<file path="config.mk">
export PLATFORM = sky130hd
export DESIGN_NAME = rpdt_front
export DESIGN_NICKNAME = d
export VERILOG_FILES = /design/src/hw/rtl/rpdt_pkg.sv /design/src/hw/rtl/rpdt_front.sv
export SDC_FILE = /design/constraint.sdc
export NUM_CORES = 1
export LEC_CHECK = 0
export CORE_MARGIN = 2
export CORE_UTILIZATION = 40
export DETAILED_ROUTE_END_ITERATION = 10
export DONT_BUFFER_PORTS = 1
export SYNTH_ARGS = -nofsm -noshare
export SYNTH_HDL_FRONTEND = slang
export SYNTH_SLANG_ARGS = --single-unit
</file>
<file path="constraint.sdc">
create_clock -name clk -period 4.8 [get_ports clk]
set_input_delay 0.72 -clock clk [delete_from_list [all_inputs] [get_ports clk]]
set_output_delay 0.72 -clock clk [all_outputs]
set_load 0.005 [all_outputs]
</file>
<file path="src/hw/rtl/rpdt_pkg.sv">
package rpdt_pkg;

  localparam int ROUTES = 16;
  localparam int SEGS = 64;
  localparam int POINTS = 256;
  localparam int RT_W = 4;
  localparam int SEG_W = 7;
  localparam int SI_W = 6;
  localparam int PT_W = 8;
  localparam int POS_W = 22;
  localparam int SEG_ENTRIES = ROUTES * SEGS;
  localparam int SA_W = RT_W + SI_W;
  localparam logic [POS_W-1:0] POS_MAX = {POS_W{1'b1}};

  typedef enum logic [1:0] {
    MODE_SEG   = 2'd0,
    MODE_POINT = 2'd1,
    MODE_QUERY = 2'd2,
    MODE_NONE  = 2'd3
  } mode_t;

  typedef enum logic [1:0] {
    ST_OK      = 2'd0,
    ST_FIRST   = 2'd1,
    ST_SECOND  = 2'd2,
    ST_ROUTES  = 2'd3
  } status_t;

  typedef struct packed {
    mode_t             mode;
    logic [RT_W-1:0]   route;
    logic [SEG_W-1:0]  segment;
    logic [15:0]       seg_length;
    logic [15:0]       point_offset;
    logic [PT_W-1:0]   point_id;
    logic [PT_W-1:0]   other_point_id;
  } cmd_t;

  typedef enum logic [3:0] {
    BK_IDLE,
    BK_CLEAR,
    BK_PT_RD,
    BK_PT_WAIT,
    BK_CHECK,
    BK_ACC_RD,
    BK_ACC,
    BK_NEXT_PT,
    BK_DONE,
    BK_OUT
  } bk_state_t;

endpackage

</file>
<file path="src/hw/rtl/rpdt_front.sv">
module rpdt_front
  import rpdt_pkg::*;
(
  input  logic       clk,
  input  logic       rst_n,
  input  logic       in_valid,
  output logic       in_ready,
  input  cmd_t       in_cmd,
  output logic       q_valid,
  input  logic       q_ready,
  output cmd_t       q_cmd
);

  // two-entry queue; mode three items are dropped here
  cmd_t       mem_r [2];
  logic       wp_r, wp_nxt, rp_r, rp_nxt;
  logic [1:0] cnt_r, cnt_nxt;
  logic       push, pop;

  assign in_ready = (cnt_r != 2'd2);
  assign push = in_valid && in_ready && (in_cmd.mode != MODE_NONE);
  assign q_valid = (cnt_r != 2'd0);
  assign pop = q_valid && q_ready;
  assign q_cmd = mem_r[rp_r];

  always_comb begin
    wp_nxt = wp_r ^ push;
    rp_nxt = rp_r ^ pop;
    cnt_nxt = cnt_r + {1'b0, push} - {1'b0, pop};
  end

  always_ff @(posedge clk) begin
    if (!rst_n) begin
      wp_r <= 1'b0;
      rp_r <= 1'b0;
      cnt_r <= 2'd0;
    end else begin
      wp_r <= wp_nxt;
      rp_r <= rp_nxt;
      cnt_r <= cnt_nxt;
    end
  end

  always_ff @(posedge clk) begin
    if (push) begin
      mem_r[wp_r] <= in_cmd;
    end
  end

`ifndef SYNTHESIS
  a_no_over: assert property (@(posedge clk) disable iff (!rst_n)
    cnt_r == 2'd2 |-> !push || pop) else $error("queue overflow");
  a_cnt: assert property (@(posedge clk) disable iff (!rst_n)
    cnt_r != 2'd3) else $error("bad count");
  a_ptr: assert property (@(posedge clk) disable iff (!rst_n)
    (cnt_r == 2'd0 || cnt_r == 2'd2) |-> wp_r == rp_r) else $error("pointer slip");
`endif

endmodule

</file>
==> reports/results.ini <==
[run_status]
status = complete, no violations

[routing]
routed_wl_um = 7670
first_pass_iters = 4
wire_per_inst_um = 19.4
drt_iter0_drc = 61
drcViolationCount = 0
viasPerCell = 4.97
via_count = 1963
final_antenna_net_count = 0

[yosys]
synth_seq_area_share = 0.801
synth_seq_cells = 127
avgSynthCellArea_sq_um = 21.2
syn_area_sq_um = 4700
syn_inst = 222
synth.distinct_cells = 22
synthesis.nets = 289
yosys_warnings = 0

[floorplan]
row_count = 39
initial_utilization = 0.411
die_w_um = 112
core_sq_um = 11400
io_pins = 128
dieArea_sq_um = 12600
die_h_um = 112

[critical_path]
cp.arrival_ps = 2250
crit_path_max_incr_delay_ps = 1000
worstSetupPathType = register to output pin
crit_chain = buf_4 > mux2_1
cp_max_fo = 41
slowest_stage = dfxtp_2
required_ps = 4080
startpoint_type = register
end_kind = output pin

[cts]
insertion_delay_ps = 390
path_clk_slew_ps = 50
ctsHoldBuffers = 0
htree_num_levels = 4
cts_tree = yes
cts_buffers = 17
cts_sinks = 127
postCtsSetupBuffers = 0
max-clock-path-buffers = 2
cts_root_buffer = clkbuf_16
cts.repair.resized = 0

[sta]
rsz0062_at_grt = no
setup_viol = 0
clock_skew_ps = 6.42
drv_slew = 0
finalCriticalPeriod_ps = 2970
slew_headroom = 0.318
hold_violations = 0
worst_pin_slew_ps = 1020
fmaxAchievable_mhz = 337
setup-tns-final_ps = 0
fin_crit_sh = 0.619

[pwr]
ir_drop_mv = 0.232
leakage_nw = 1.78
power.density_nw_per_um2 = 504
total_power_w = 0.00271

[global_route]
first_global_vias = 2112
track_usage = 0.128
grt_max_degree = 42
antenna_found_initial = 0
grt_pass1_wl_um = 11800
globalRouteOverflowTotal = 0

[finish]
area_growth_pct = 14.6
fillers = 984
layout-drive-gt1-share = 0.151
final_nets = 306
antenna_cells = 0

[placed_design]
numPortBuffers = 0
gp_congestion = 0.676
hpwl_um = 4940

[run]
cap_viol_max_count = 0

[hold_path]
hold_class = primary input to register

-- stage by stage --
step	utilization	cells	cell area (sq um)	worst slack (ps)	hold WS, ps
global placement	0.424	363	4840	2120	569
CTS	0.471	395	5380	1720	389
floorplan	-	222	4700	1760	525
global route	0.471	395	5380	1630	389
detailed placement	0.424	363	4840	2080	575
finish	0.471	395	5380	1830	417
-- final timing paths --
check | cells after the start | endpoint | startpoint | slack (ps)
setup / recovery | 2 | q_cmd[10] | register | 1830
setup reg to reg | 4 | mem_r[0][39]$_DFFE_PP_ | cnt_r[0]$_SDFF_PN0_ | 2570
hold / removal | 0 | mem_r[1][41]$_DFFE_PP_ | in_cmd[41] | 420
hold reg to reg | 3 | wp_r$_SDFF_PN0_ | wp_r$_SDFF_PN0_ | 580
-- worst max-delay path: cells and delay by family (launching register included) --
family | cells | cell delay [ps]
buffers and inverters | 1 | 430
flip-flops | 1 | 1000
multiplexers | 1 | 400
-- flip-flops by register name, indices dropped and copies added (netlist names), named ones only --
register / flops
mem_r: 122
wp_r: 1
rp_r: 1
cnt_r: 2
-- layer usage --
metal  GRT usage  routed length [um]  vias to the layer above  part of all wire
met5           0                   0                        -                 0
met4      0.0512                  83                        0             0.011
met3      0.0918                 945                        6              0.12
met2       0.195                3600                       76              0.47
met1       0.138                3030                      976              0.40
li1            -                   -                      905                 -
-- cells by family after synthesis --
logic type	share of synthesized area
DFF	0.801
muxes	0.148
and+or+nand+nor	0.0160
buffers and inverters	0.0171
AOI/OAI and AO/OA	0.00986
adders and majority gates	0.00533
xor gates and xnor gates	0.00187
-- power breakdown --
group	switching (W)	leakage [nW]	internal, W	total, W
combinational	0.000121	0.340	0.0000907	0.000212
sequential	0.0000434	1.17	0.00131	0.00136
clock	0.000415	0.269	0.000729	0.00114
-- cell usage after synthesis (all sizes together) --
library cell / instances / area [sq um]
a21bo: 1 / 10.0
or2: 1 / 8.76
a22o: 1 / 8.76
edfxtp: 122 / 3660
o21ai: 1 / 5.00
ha: 2 / 25.0
a21oi: 3 / 15.0
a211oi: 1 / 7.51
nand2: 4 / 17.5
nand2b: 1 / 6.26
and2: 4 / 25.0
mux2: 61 / 687
xnor2: 1 / 8.76
buf: 7 / 72.6
inv: 2 / 7.51
mux2i: 1 / 10.0
nor2: 3 / 11.3
dfxtp: 5 / 100
nor2b: 1 / 6.26
-- area by class of cell --
class                      instances  area, sq um  area share
inverter                           2         7.51     0.00140
clock buffer                      23          468      0.0870
tap                              143          179      0.0333
timing repair buffer               5         37.5     0.00698
clock inverter                     9         67.6      0.0126
multi-input combinational         86          856       0.159
sequential                       127         3760       0.700
-- cell usage in the layout, fill, tap and decap left out, types with 2 or more instances in the layout --
master,n
clkinv_2,6
mux2_1,60
clkinv_1,2
nor2_1,3
edfxtp_1,122
inv_1,2
clkbuf_8,2
buf_4,5
and2_1,3
nand2_1,3
a21oi_1,3
clkbuf_1,4
dfxtp_1,4
clkbuf_16,17
Power figures use the tool's default switching activity.
